$ cat src/hw/rtl/lzwd_pkg.sv
// ----------------------------------------------------------------------------
// lzwd_pkg: shared types and constants of the LZ window decompressor
// Holds the command word that the parser passes to the copy engine.
// ----------------------------------------------------------------------------
package lzwd_pkg;

  // Version bytes that select a token format.
  localparam logic [7:0] VER1_BYTE = 8'h31;
  localparam logic [7:0] VER2_BYTE = 8'h32;

  // Format codes.
  localparam logic [1:0] FMT_RAW = 2'd0;
  localparam logic [1:0] FMT_V1  = 2'd1;
  localparam logic [1:0] FMT_V2  = 2'd2;

  // Widest history address the block supports.
  localparam int unsigned ADDR_W_MAX = 16;

  // Kinds of command word.
  typedef enum logic [1:0] {
    CMD_LIT  = 2'd0,
    CMD_COPY = 2'd1,
    CMD_FLAG = 2'd2
  } cmd_kind_t;

  // One parsed input word, ready for the copy engine.
  typedef struct packed {
    cmd_kind_t              kind;
    logic [7:0]             data;
    logic [7:0]             len;
    logic [ADDR_W_MAX-1:0]  rd_addr;
    logic [ADDR_W_MAX-1:0]  wr_addr;
    logic                   done;
    logic                   bad;
  } cmd_t;

endpackage

$ cat src/hw/rtl/lzwd_cmd_queue.sv
// ----------------------------------------------------------------------------
// lzwd_cmd_queue: two-entry command queue
// Decouples the parser from the copy engine.
// ----------------------------------------------------------------------------
module lzwd_cmd_queue (
  input  logic           clk,
  input  logic           rst_n,
  input  logic           push,
  input  lzwd_pkg::cmd_t push_data,
  output logic           full,
  input  logic           pop,
  output logic           head_valid,
  output lzwd_pkg::cmd_t head
);

  lzwd_pkg::cmd_t slot_r [2];
  logic           rd_ptr_r;
  logic           wr_ptr_r;
  logic [1:0]     count_r;

  assign full       = (count_r == 2'd2);
  assign head_valid = (count_r != 2'd0);
  assign head       = slot_r[rd_ptr_r];

  // Entry storage.
  always_ff @(posedge clk) begin
    if (push) begin
      slot_r[wr_ptr_r] <= push_data;
    end
  end

  // Pointers and fill count.
  always_ff @(posedge clk) begin
    if (!rst_n) begin
      rd_ptr_r <= 1'b0;
      wr_ptr_r <= 1'b0;
      count_r  <= 2'd0;
    end else begin
      if (push) begin
        wr_ptr_r <= !wr_ptr_r;
      end
      if (pop) begin
        rd_ptr_r <= !rd_ptr_r;
      end
      count_r <= count_r + {1'b0, push} - {1'b0, pop};
    end
  end

endmodule

$ cat config.mk
export PLATFORM = sky130hd
export DESIGN_NAME = lzwd_cmd_queue
export DESIGN_NICKNAME = d
export VERILOG_FILES = /design/src/hw/rtl/lzwd_pkg.sv /design/src/hw/rtl/lzwd_cmd_queue.sv
export SDC_FILE = /design/constraint.sdc
export NUM_CORES = 1
export LEC_CHECK = 0
export BUFFER_PORTS_ARGS = -buffer_cell sky130_fd_sc_hd__buf_2
export CAP_MARGIN = 0
export CORE_MARGIN = 2
export CORE_UTILIZATION = 25
export CTS_BUF_LIST = sky130_fd_sc_hd__clkbuf_4 sky130_fd_sc_hd__clkbuf_8 sky130_fd_sc_hd__clkbuf_16
export CTS_CLUSTER_DIAMETER = 100
export CTS_CLUSTER_SIZE = 10
export DETAILED_ROUTE_END_ITERATION = 8
export SYNTH_ARGS = -nofsm -noshare
export SYNTH_HDL_FRONTEND = slang
export SYNTH_SLANG_ARGS = --single-unit
$ cat constraint.sdc
create_clock -name clk -period 4.2 [get_ports clk]
set_clock_uncertainty 0.05 [all_clocks]
set_input_delay 0 -clock clk [delete_from_list [all_inputs] [get_ports clk]]
set_output_delay 0 -clock clk [all_outputs]
set_load 0.02 [all_outputs]
==> reports/metrics.cfg <==
[outcome]
outcome = completed

[logic_synthesis]
avgSynthCellArea_um2 = 23.1
ys_top_cells_by_count = 104 x edfxtp_1, 50 x mux2_4, 5 x buf_12, 5 x dfxtp_1
synth_cells = 183
yosysMostFrequentCell = edfxtp_1
ys_ff_latch = 109
async_flop_share_pct = 0
yosysTopAreaCell = edfxtp_1
synthDistinctLibCells = 14
yosysSeqAreaShare_pct = 76.1
synthFlopType = edfxtp_1
synth_enable_flop_cells = 104
yosysWarnings = 0
synth.area.top_cells = edfxtp_1 74%, mux2_4 18%, buf_12 2.4%
syn_nets = 241
synth_area_mm2 = 0.00424
synth_top_area_share_pct = 73.7

[cts]
insertion_delay_ns = 0.34
clk_pin_slew_ns = 0.07
cts_made_buffers = 9
cts_root_buf = clkbuf_16
clockBufferDepth = 2
h-tree-depth = 3
cts_tree = built
cts_setup_buffers = 0
cts_resized = 0
cts_hold_buf = 56
clkSinkCount = 109

[cells_and_area]
area_growth_pct = 38.0
multi_input_area_um2 = 902
seq_area_mm2 = 0.00323
final_nets = 413
n_fill_cell = 1625
drive_gt1_share_pct = 50.6
fin_area_mm2 = 0.00584

[timing]
finalMaxSlewViolations = 0
tns_ns = 0
timing.fmax_mhz = 493
hold_violations = 0
worst_slew_pin_slew_ns = 0.997
setup_viol = 0
maxSlewHeadroom_pct = 33.5
finalCritPeriodShare_pct = 48.3
rsz0062_at_grt = false
period_minus_slack_ns = 2.03
holdWs_ns = 0.325

[global_routing]
grt_pass1_wl_um = 11700
grt_pass1_vias = 2311
grt.overflow.total = 0
antenna_found_initial = 1
grt_util_all_layers_pct = 8.79
grt_max_degree = 53

[placement]
gp_congestion = 0.645
post-dp-hpwl_um = 5040
place_area_mm2 = 0.00497
portBuffers = 109

[worst_hold_path]
hp-class = in2reg

[worst_setup_path]
arrival_ns = 1.98
required_ns = 4.15
r2r_slack_ns = 2.21
cp-end-kind = output port
worst-path-max-fanout = 52
crit_chain = mux2_2 -> buf_2
crit_path_max_incr_delay_ns = 1.01
crit_family = flip-flops
crit_path_top_delay_cell = dfxtp_4
cp-start-kind = flip-flop
cp_num_buf_inv = 1
critPathKind = reg2out

[routing]
totalWireLength_um = 7780
wl_met3_um = 404
met1_length_um = 3440
wire_per_inst_um = 13.4
drt_iter0_markers = 76
drc = 0
via_per_inst = 3.78
vias = 2190
met2_length_um = 3760
highest_layer = met4
ant_nets = 0
dr.pass1.iters = 3

[floorplan]
fp.dieArea_mm2 = 0.0180
ios = 110
core_mm2 = 0.0166
start_util_pct = 25.5
num_rows = 47
die_w_um = 134
die_h_um = 134

[power_and_ir_drop]
swShare_pct = 22.1
internal-power_mw = 1.97
p_switching_uw = 560
p_seq_share_pct = 51.3
finalPower_mw = 2.53
p_leak_nw = 2.29
power_frac_comb_pct = 14.0
clockPowerShare_pct = 34.7
peakVddDrop_mv = 0.176
power_density_mw_per_mm2 = 433

[job]
maxCapViolations = 0

power groups by stage:
stage               registers [mW]  logic (mW)  clock network [mW]
global route                  1.31       0.379               0.959
floorplan                     1.29       0.254                   0
global placement              1.32       0.313                   0
detailed placement            1.33       0.318                   0
CTS                           1.30       0.361               0.914
finish                        1.30       0.354               0.877
path summary, 6_finish.rpt:
path,startpoint,endpoint,depth (start not counted)
worst min register to register,rd_ptr_r,flip-flop,2
worst max-delay path,flip-flop,head[51],2
worst max register to register,wr_ptr_r,wr_ptr_r,3
worst min-delay path,push_data[14],slot_r[0][14],2
state kept, by name (all words and copies together), names as in the netlist, named ones only:
name	count
wr_ptr_r	1
rd_ptr_r	1
count_r	2
slot_r	104
through the flow:
stage	utilization [%]	cells	setup WS, ns
floorplan	-	183	1.03
global placement	30.0	508	2.26
detailed placement	30.0	508	2.19
CTS	35.2	578	2.11
global route	35.2	578	2.06
finish	35.2	579	2.17
routing by layer:
layer,up-vias,global-route usage (%)
met3,12,2.42
met5,-,0
met1,1059,10.4
met2,65,14.3
li1,1054,-
met4,0,5.09
kinds of logic (layout without fill, tap and decap cells):
logic type / after synthesis / count (layout) / share of synthesized area, %
XOR/XNOR: 2 / 2 / 0.739
multiplexers: 52 / 52 / 18.3
AO/OA/AOI/OAI: 1 / 1 / 0.177
other: 0 / 1 / 0
buffers and inverters: 8 / 183 / 2.81
adder cells (fa/ha/maj): 2 / 2 / 0.591
AND/OR/NAND/NOR: 9 / 9 / 1.33
flip-flops: 109 / 109 / 76.1
cell type report:
type / count / share of cell area [%]
tap: 220 / 4.71
multi-input combinational: 66 / 15.4
sequential: 109 / 55.2
antenna: 1 / 0.0428
clock buffer: 10 / 3.98
timing repair buffer: 167 / 19.2
clock inverter: 4 / 1.28
inverter: 2 / 0.128
layout by cell type, fill, tap and decap left out, drive strengths merged:
cell type and count:
or2 1, xnor3 1, clkbuf 10, and2 4, buf 111, o21a 1, clkinvlp 2, mux2 52
inv 2, xor2 1, dlygate4sd3 56, diode 1, nor2b 4, ha 2, edfxtp 104, dfxtp 5
bufinv 2
(Power assumes the default switching activity.)
