<file path="src/hw/rtl/lzwd_pkg.sv">
// ----------------------------------------------------------------------------
// lzwd_pkg: shared types and constants of the LZ window decompressor
// Holds the command word that the parser passes to the copy engine.
// ----------------------------------------------------------------------------
package lzwd_pkg;

  // Version bytes that select a token format.
  localparam logic [7:0] VER1_BYTE = 8'h31;
  localparam logic [7:0] VER2_BYTE = 8'h32;

  // Format codes.
  localparam logic [1:0] FMT_RAW = 2'd0;
  localparam logic [1:0] FMT_V1  = 2'd1;
  localparam logic [1:0] FMT_V2  = 2'd2;

  // Widest history address the block supports.
  localparam int unsigned ADDR_W_MAX = 16;

  // Kinds of command word.
  typedef enum logic [1:0] {
    CMD_LIT  = 2'd0,
    CMD_COPY = 2'd1,
    CMD_FLAG = 2'd2
  } cmd_kind_t;

  // One parsed input word, ready for the copy engine.
  typedef struct packed {
    cmd_kind_t              kind;
    logic [7:0]             data;
    logic [7:0]             len;
    logic [ADDR_W_MAX-1:0]  rd_addr;
    logic [ADDR_W_MAX-1:0]  wr_addr;
    logic                   done;
    logic                   bad;
  } cmd_t;

endpackage

</file>
<file path="src/hw/rtl/lzwd_if.sv">
// ----------------------------------------------------------------------------
// lzwd_if: stream channels of the LZ window decompressor
// Input word channel and packed result channel, valid/ready handshake.
// ----------------------------------------------------------------------------
interface lzwd_in_if;
  logic       valid;
  logic       ready;
  logic [7:0] in_byte;

  modport source (output valid, output in_byte, input ready);
  modport sink (input valid, input in_byte, output ready);
endinterface


</file>
<file path="src/hw/rtl/lzwd_front.sv">
// ----------------------------------------------------------------------------
// lzwd_front: header and token parser
// Accepts one word per cycle while the command queue has room, tracks the output count and issues commands.
// ----------------------------------------------------------------------------
module lzwd_front #(
  parameter int unsigned HISTORY_DEPTH = 65536
) (
  input  logic           clk,
  input  logic           rst_n,
  lzwd_in_if.sink        in_if,
  input  logic           q_full,
  output logic           q_push,
  output lzwd_pkg::cmd_t q_data
);

  localparam int unsigned AW = $clog2(HISTORY_DEPTH);
  localparam logic [AW:0] DEPTH_W = (AW + 1)'(HISTORY_DEPTH);
  localparam logic [16:0] DEPTH_17 = 17'(HISTORY_DEPTH);

  typedef enum logic [9:0] {
    PH_HDR0  = 10'b0000000001,
    PH_VER   = 10'b0000000010,
    PH_SZLO  = 10'b0000000100,
    PH_SZHI  = 10'b0000001000,
    PH_RAW   = 10'b0000010000,
    PH_TOKEN = 10'b0000100000,
    PH_LIT   = 10'b0001000000,
    PH_V1LO  = 10'b0010000000,
    PH_V2HI  = 10'b0100000000,
    PH_V2LO  = 10'b1000000000
  } phase_t;

  phase_t          phase_r, phase_nxt;
  logic [1:0]      mode_r, mode_nxt;
  logic [15:0]     target_r, target_nxt;
  logic [16:0]     bw_r, bw_nxt;
  logic [7:0]      lit_r, lit_nxt;
  logic [7:0]      mlen_r, mlen_nxt;
  logic [7:0]      dhi_r, dhi_nxt;
  logic [AW-1:0]   wptr_r, wptr_nxt;

  logic            accept;
  logic [7:0]      b;
  logic [16:0]     match_dist;
  logic            dist_bad;
  logic [16:0]     avail;
  logic [7:0]      ncopy;
  logic [AW:0]     rd_diff;
  logic [AW:0]     rd_wrap;
  logic [AW-1:0]   rd_addr;
  logic [AW:0]     wp_sum;
  logic [AW:0]     wp_wrap;
  logic            has_cmd;
  logic            done;
  lzwd_pkg::cmd_t  cmd;

  assign in_if.ready = !q_full;
  assign accept      = in_if.valid && !q_full;
  assign b           = in_if.in_byte;

  // Match geometry: distance, room left before the target size, source address.
  always_comb begin
    match_dist = {1'b0, dhi_r, b} + 17'd1;
    dist_bad   = (match_dist > bw_r) || (match_dist > DEPTH_17);
    avail      = {1'b0, target_r} - bw_r;
    ncopy      = ({9'd0, mlen_r} > avail) ? avail[7:0] : mlen_r;
    rd_diff    = {1'b0, wptr_r} - match_dist[AW:0];
    rd_wrap    = rd_diff + DEPTH_W;
    rd_addr    = rd_diff[AW] ? rd_wrap[AW-1:0] : rd_diff[AW-1:0];
  end

  // Parser step for the word on the input.
  always_comb begin
    phase_nxt  = phase_r;
    mode_nxt   = mode_r;
    target_nxt = target_r;
    bw_nxt     = bw_r;
    lit_nxt    = lit_r;
    mlen_nxt   = mlen_r;
    dhi_nxt    = dhi_r;
    wp_sum     = {1'b0, wptr_r};
    has_cmd    = 1'b0;
    done       = 1'b0;
    cmd        = '0;
    cmd.kind   = lzwd_pkg::CMD_FLAG;
    cmd.data   = b;
    cmd.wr_addr = lzwd_pkg::ADDR_W_MAX'(wptr_r);
    cmd.rd_addr = lzwd_pkg::ADDR_W_MAX'(rd_addr);

    unique case (phase_r)
      PH_VER: begin
        mode_nxt  = (b == lzwd_pkg::VER1_BYTE) ? lzwd_pkg::FMT_V1 :
                    ((b == lzwd_pkg::VER2_BYTE) ? lzwd_pkg::FMT_V2 : lzwd_pkg::FMT_RAW);
        phase_nxt = PH_SZLO;
      end
      PH_SZLO: begin
        target_nxt = {8'd0, b};
        phase_nxt  = PH_SZHI;
      end
      PH_SZHI: begin
        target_nxt = {b, target_r[7:0]};
        bw_nxt     = '0;
        lit_nxt    = '0;
        mlen_nxt   = '0;
        dhi_nxt    = '0;
        wp_sum     = '0;
        phase_nxt  = (mode_r == lzwd_pkg::FMT_RAW) ? PH_RAW : PH_TOKEN;
      end
      PH_RAW, PH_LIT: begin
        if (bw_r < {1'b0, target_r}) begin
          has_cmd  = 1'b1;
          cmd.kind = lzwd_pkg::CMD_LIT;
          bw_nxt   = bw_r + 17'd1;
          wp_sum   = {1'b0, wptr_r} + (AW + 1)'(1);
        end
        if (phase_r == PH_LIT) begin
          lit_nxt = lit_r - 8'd1;
          if (lit_r == 8'd1) begin
            phase_nxt = PH_TOKEN;
          end
        end
      end
      PH_TOKEN: begin
        if (b[7]) begin
          if (mode_r == lzwd_pkg::FMT_V1) begin
            mlen_nxt  = {4'd0, b[6:3]} + 8'd3;
            dhi_nxt   = {5'd0, b[2:0]};
            phase_nxt = PH_V1LO;
          end else begin
            mlen_nxt  = {1'b0, b[6:0]} + 8'd4;
            phase_nxt = PH_V2HI;
          end
        end else begin
          lit_nxt   = {1'b0, b[6:0]} + 8'd1;
          phase_nxt = PH_LIT;
        end
      end
      PH_V2HI: begin
        dhi_nxt   = b;
        phase_nxt = PH_V2LO;
      end
      PH_V1LO, PH_V2LO: begin
        has_cmd   = 1'b1;
        phase_nxt = PH_TOKEN;
        if (dist_bad) begin
          cmd.bad = 1'b1;
        end else begin
          cmd.kind = lzwd_pkg::CMD_COPY;
          cmd.len  = ncopy;
          bw_nxt   = bw_r + {9'd0, ncopy};
          wp_sum   = {1'b0, wptr_r} + (AW + 1)'(ncopy);
        end
      end
      default: begin
        phase_nxt = PH_VER;
      end
    endcase

    // Write pointer stays inside the history depth.
    wp_wrap  = wp_sum - DEPTH_W;
    wptr_nxt = (wp_sum >= DEPTH_W) ? wp_wrap[AW-1:0] : wp_sum[AW-1:0];

    // End of stream: the next word opens a new header.
    if ((phase_nxt == PH_RAW || phase_nxt == PH_TOKEN || phase_nxt == PH_LIT) &&
        bw_nxt >= {1'b0, target_nxt}) begin
      done      = 1'b1;
      has_cmd   = 1'b1;
      phase_nxt = PH_HDR0;
    end
    cmd.done = done;
  end

  assign q_push = accept && has_cmd;
  assign q_data = cmd;

  // Parser state registers.
  always_ff @(posedge clk) begin
    if (!rst_n) begin
      phase_r  <= PH_HDR0;
      mode_r   <= lzwd_pkg::FMT_RAW;
      target_r <= '0;
      bw_r     <= '0;
      lit_r    <= '0;
      mlen_r   <= '0;
      dhi_r    <= '0;
      wptr_r   <= '0;
    end else if (accept) begin
      phase_r  <= phase_nxt;
      mode_r   <= mode_nxt;
      target_r <= target_nxt;
      bw_r     <= bw_nxt;
      lit_r    <= lit_nxt;
      mlen_r   <= mlen_nxt;
      dhi_r    <= dhi_nxt;
      wptr_r   <= wptr_nxt;
    end
  end

endmodule

</file>
<file path="src/flat_wrapper.sv">
// flat-port wrapper written by rule: the top's interface ports become plain ports
module lzwd_front_flat 
#(
  parameter int unsigned HISTORY_DEPTH = 65536
)
  (clk, rst_n, q_full, q_push, q_data, in_if_valid, in_if_in_byte, in_if_ready);
  lzwd_in_if in_if_i ();
  input  logic clk;
  input  logic rst_n;
  input  logic q_full;
  output logic q_push;
  output lzwd_pkg::cmd_t q_data;
  input wire logic [$bits(in_if_i.valid)-1:0] in_if_valid;
  input wire logic [$bits(in_if_i.in_byte)-1:0] in_if_in_byte;
  output wire logic [$bits(in_if_i.ready)-1:0] in_if_ready;
  assign in_if_i.valid = in_if_valid;
  assign in_if_i.in_byte = in_if_in_byte;
  assign in_if_ready = in_if_i.ready;
  lzwd_front #(.HISTORY_DEPTH(HISTORY_DEPTH)) u_core (.clk(clk), .rst_n(rst_n), .in_if(in_if_i), .q_full(q_full), .q_push(q_push), .q_data(q_data));
endmodule
</file>
<file path="config.mk">
export PLATFORM = sky130hd
export DESIGN_NAME = lzwd_front_flat
export DESIGN_NICKNAME = d
export VERILOG_FILES = /design/src/hw/rtl/lzwd_pkg.sv /design/src/hw/rtl/lzwd_if.sv /design/src/hw/rtl/lzwd_front.sv /design/src/flat_wrapper.sv
export SDC_FILE = /design/constraint.sdc
export NUM_CORES = 1
export LEC_CHECK = 0
export ABC_CLOCK_PERIOD_IN_PS = 8500
export BUFFER_PORTS_ARGS = -buffer_cell sky130_fd_sc_hd__buf_2
export CAP_MARGIN = 25
export CORE_AREA = 3 3 133 135
export CTS_CLUSTER_DIAMETER = 150
export DETAILED_ROUTE_END_ITERATION = 10
export DIE_AREA = 0 0 136 138
export GPL_ROUTABILITY_DRIVEN = 1
export GPL_TIMING_DRIVEN = 1
export PLACE_DENSITY_LB_ADDON = 0.2
export SLEW_MARGIN = 25
export SYNTH_ARGS = -nofsm -noshare
export SYNTH_HDL_FRONTEND = slang
export SYNTH_SLANG_ARGS = --single-unit
export TNS_END_PERCENT = 50
</file>
<file path="constraint.sdc">
create_clock -name clk -period 8.5 [get_ports clk]
set_input_delay 0.425 -clock clk [delete_from_list [all_inputs] [get_ports clk]]
set_output_delay 0.425 -clock clk [all_outputs]
set_load 0.05 [all_outputs]
</file>
==> key figures <==
STA
  • Rel. slew slack: 40.46%
  • Worst slew pin tran: 0.8898 ns
  • Tmin final: 8.273 ns
  • Setup tns final: 0 ns
  • Fin crit share: 97.33%
  • Count of pins over their slew limit: 0
  • Fin. Hold Viols: 0
  • RSZ-0062 raised after global routing: yes
  • Final setup fails: 0
  • WHS: 0.4360 ns
  • Max Freq: 0.1209 GHz
  • Clk_skew: 0.009491 ns

Worst setup path
  • Endpoint type of the worst setup path: primary output
  • Crit path largest cell delay: 0.37 ns
  • CP Data Required Time: 8.08 ns
  • Crit start category: flop
  • Critical path fanouts, max: 5
  • Crit Path Class: flop to primary output
  • CP arrival: 7.85 ns
  • Critical-path top delay cell: or3_1

Global route
  • Total grt overflow: 0
  • Pin count of the biggest net entering global routing: 75
  • First-pass GRT wire length: 46,500 um
  • Total Routing Usage GR: 30.98%
  • Initial antenna violation count: 0
  • Vias in the first global route: 8,717

Synth
  • Main synth FF type: dfxtp_1
  • Seq/Total Area, Yosys: 18.65%
  • FFs w/ async S/R, synth: 0%
  • Synth top cells by count: 130 x nor2_1, 119 x a21oi_1, 99 x ha_1
  • Yosys reg bits: 85
  • Syn_nets: 1,355
  • Synth cell types: 88
  • Post-synthesis instance total: 1,240
  • Ranking of synthesized cells by area: dfxtp_1 19%, ha_1 14%, a21oi_1 6.5%
  • Synth Cell Area: 0.009122 sq mm
  • EDFF count, synth: 0
  • Top-count cell post-synth: nor2_1
  • Share of the synthesized area in the top cell type: 18.65%
  • Syn avg cell area: 7.357 sq um
  • Largest area contributor in the netlist: dfxtp_1
  • Yosys warns: 0

Cells and area
  • Final Core Density: 62.65%
  • Share of cells above drive strength 1: 16.09%
  • Final #Nets: 1,403
  • Final Instance Area: 0.01039 sq mm
  • Area Growth Syn to Fin: 13.89%

Route
  • First drt pass iteration count: 5
  • Post-Route WL: 30,650 um
  • Total number of vias: 9,898
  • WL/cell: 20.25 um
  • Via density: 6.538
  • 1st-iter DRT viols: 956
  • ANT nets after route: 0
  • DRC: 0

Clocking
  • Worst-skew pair later-pin latency: 0.36 ns
  • CTS Buffer Depth: 2
  • CTS Sinks: 85
  • Hold-fix buffers, CTS: 0
  • Clock Root Buffer: clkbuf_16
  • CTS tree: built
  • Clock transition at path regs: 0.07 ns
  • CTS Buf Count: 9
  • H-tree depth: 3

Floorplanning
  • Initial Util: 55.01%
  • Num rows: 47
  • Total die area: 0.01877 sq mm
  • Core ar.: 0.01658 sq mm
  • I/O pins: 66
  • Die W: 136 um
  • Die H: 138 um

Run status
  • Run status: completed

Pwr
  • IR drop worst, VDD: 0.1315 mV
  • Leakage power: 4.237 nW
  • Overall power: 1.099 mW
  • PwrDens: 105.8 mW/mm^2

Min path
  • Min-delay worst type: input port to flop

Placement
  • Cell Area, Placed: 0.009599 sq mm
  • Final Wtd Congestion: 0.9754
  • Port Buffers: 65
  • Hpwl dp: 22,430 um

Job
  • Maxcap violations: 0
## cell families (layout without fill, tap and decap cells)
logic type	after synthesis	in the layout	share of synthesized area, %
muxes	13	13	1.701
other	0	1	0
adders and majority gates	103	103	14.46
AOI/OAI and AO/OA	393	393	28.25
buffers and inverters	147	200	6.775
DFF	85	85	18.65
and+or+nand+nor	445	445	24.98
xor gates and xnor gates	54	54	5.185
## routing by layer
metal	GRT usage (%)	wire [um]	up-vias	part of all wire [%]
met4	12.57	1499	0	4.9
met3	6.759	2736	109	8.9
li1	-	-	4677	-
met2	47.61	13440	542	44
met1	42.03	12980	4570	42
met5	0	0	-	0
## worst paths after layout
path	startpoint	to	slack [ns]	cells past startpoint
max	u_core.bw_r[4]	q_push	0.23	43
min	rst_n	u_core.phase_r[0]	0.44	2
max reg2reg	u_core.bw_r[4]	u_core.phase_r[5]	1.02	43
min reg2reg	u_core.bw_r[13]	u_core.bw_r[13]	0.49	2
## layout by cell type, fill, tap and decap left out, types with 11 or more instances in the layout
cell type and instances:
nor2_1 130, a21oi_1 114, ha_1 89, dfxtp_1 82
nand2_1 77, o21ai_0 74, inv_1 72, buf_2 64
nand3_1 44, buf_4 39, xnor2_1 33, a211oi_1 31
and3_1 30, nor3_1 27, xor2_1 21, a22oi_1 20
nand4_1 18, a21o_1 18, nor2b_1 15, nor4_1 13
nand2b_1 13, a31oi_1 12, o211ai_1 11
## cell type report
type	count	area, sq um
sequential	85	1705
clock inverter	6	70.07
fill	1548	6193
antenna	1	2.502
clock buffer	10	239.0
multi-input combinational	1008	7147
tap	220	275.3
inverter	77	289.0
timing repair buffer	107	661.9
## per-stage QoR
stage	setup WS, ns	cells
2_1_floorplan	0.3147	1240
3_3_place_gp	0.2251	1480
3_5_place_dp	0.02274	1481
4_1_cts	0.03602	1501
5_1_grt	-0.1055	1513
6_report	0.2272	1514
## sequential cells by signal, indices dropped and copies added (netlist names)
signal           count
u_core.lit_r         8
u_core.phase_r      10
u_core.bw_r         17
u_core.dhi_r         8
u_core.target_r     16
u_core.wptr_r       16
u_core.mode_r        2
u_core.mlen_r        8
## critical path: cells and delay by family, from the launching register on
kind / cells / cell delay [ns]
DFF: 1 / 0.33
AOI/OAI and AO/OA: 16 / 2.77
buffers and inverters: 6 / 0.75
and+or+nand+nor: 15 / 2.06
adders and majority gates: 5 / 1.30
xor gates and xnor gates: 1 / 0.27
## what timing repair did
action | CTS | global route
pin swaps | 5 | 36
cloned | 0 | 0
endpoints found under the hold margin | 0 | 0
buffers inserted | 4 | 13
gates resized for setup | 15 | 54
endpoints found under the setup margin | 2 | 2
## power by group
part / internal, mW / switching [mW]
logic: 0.0962 / 0.170
clock network: 0.237 / 0.186
registers: 0.404 / 0.00560
total: 0.737 / 0.362
No activity file was read; power rests on OpenSTA's default activity.
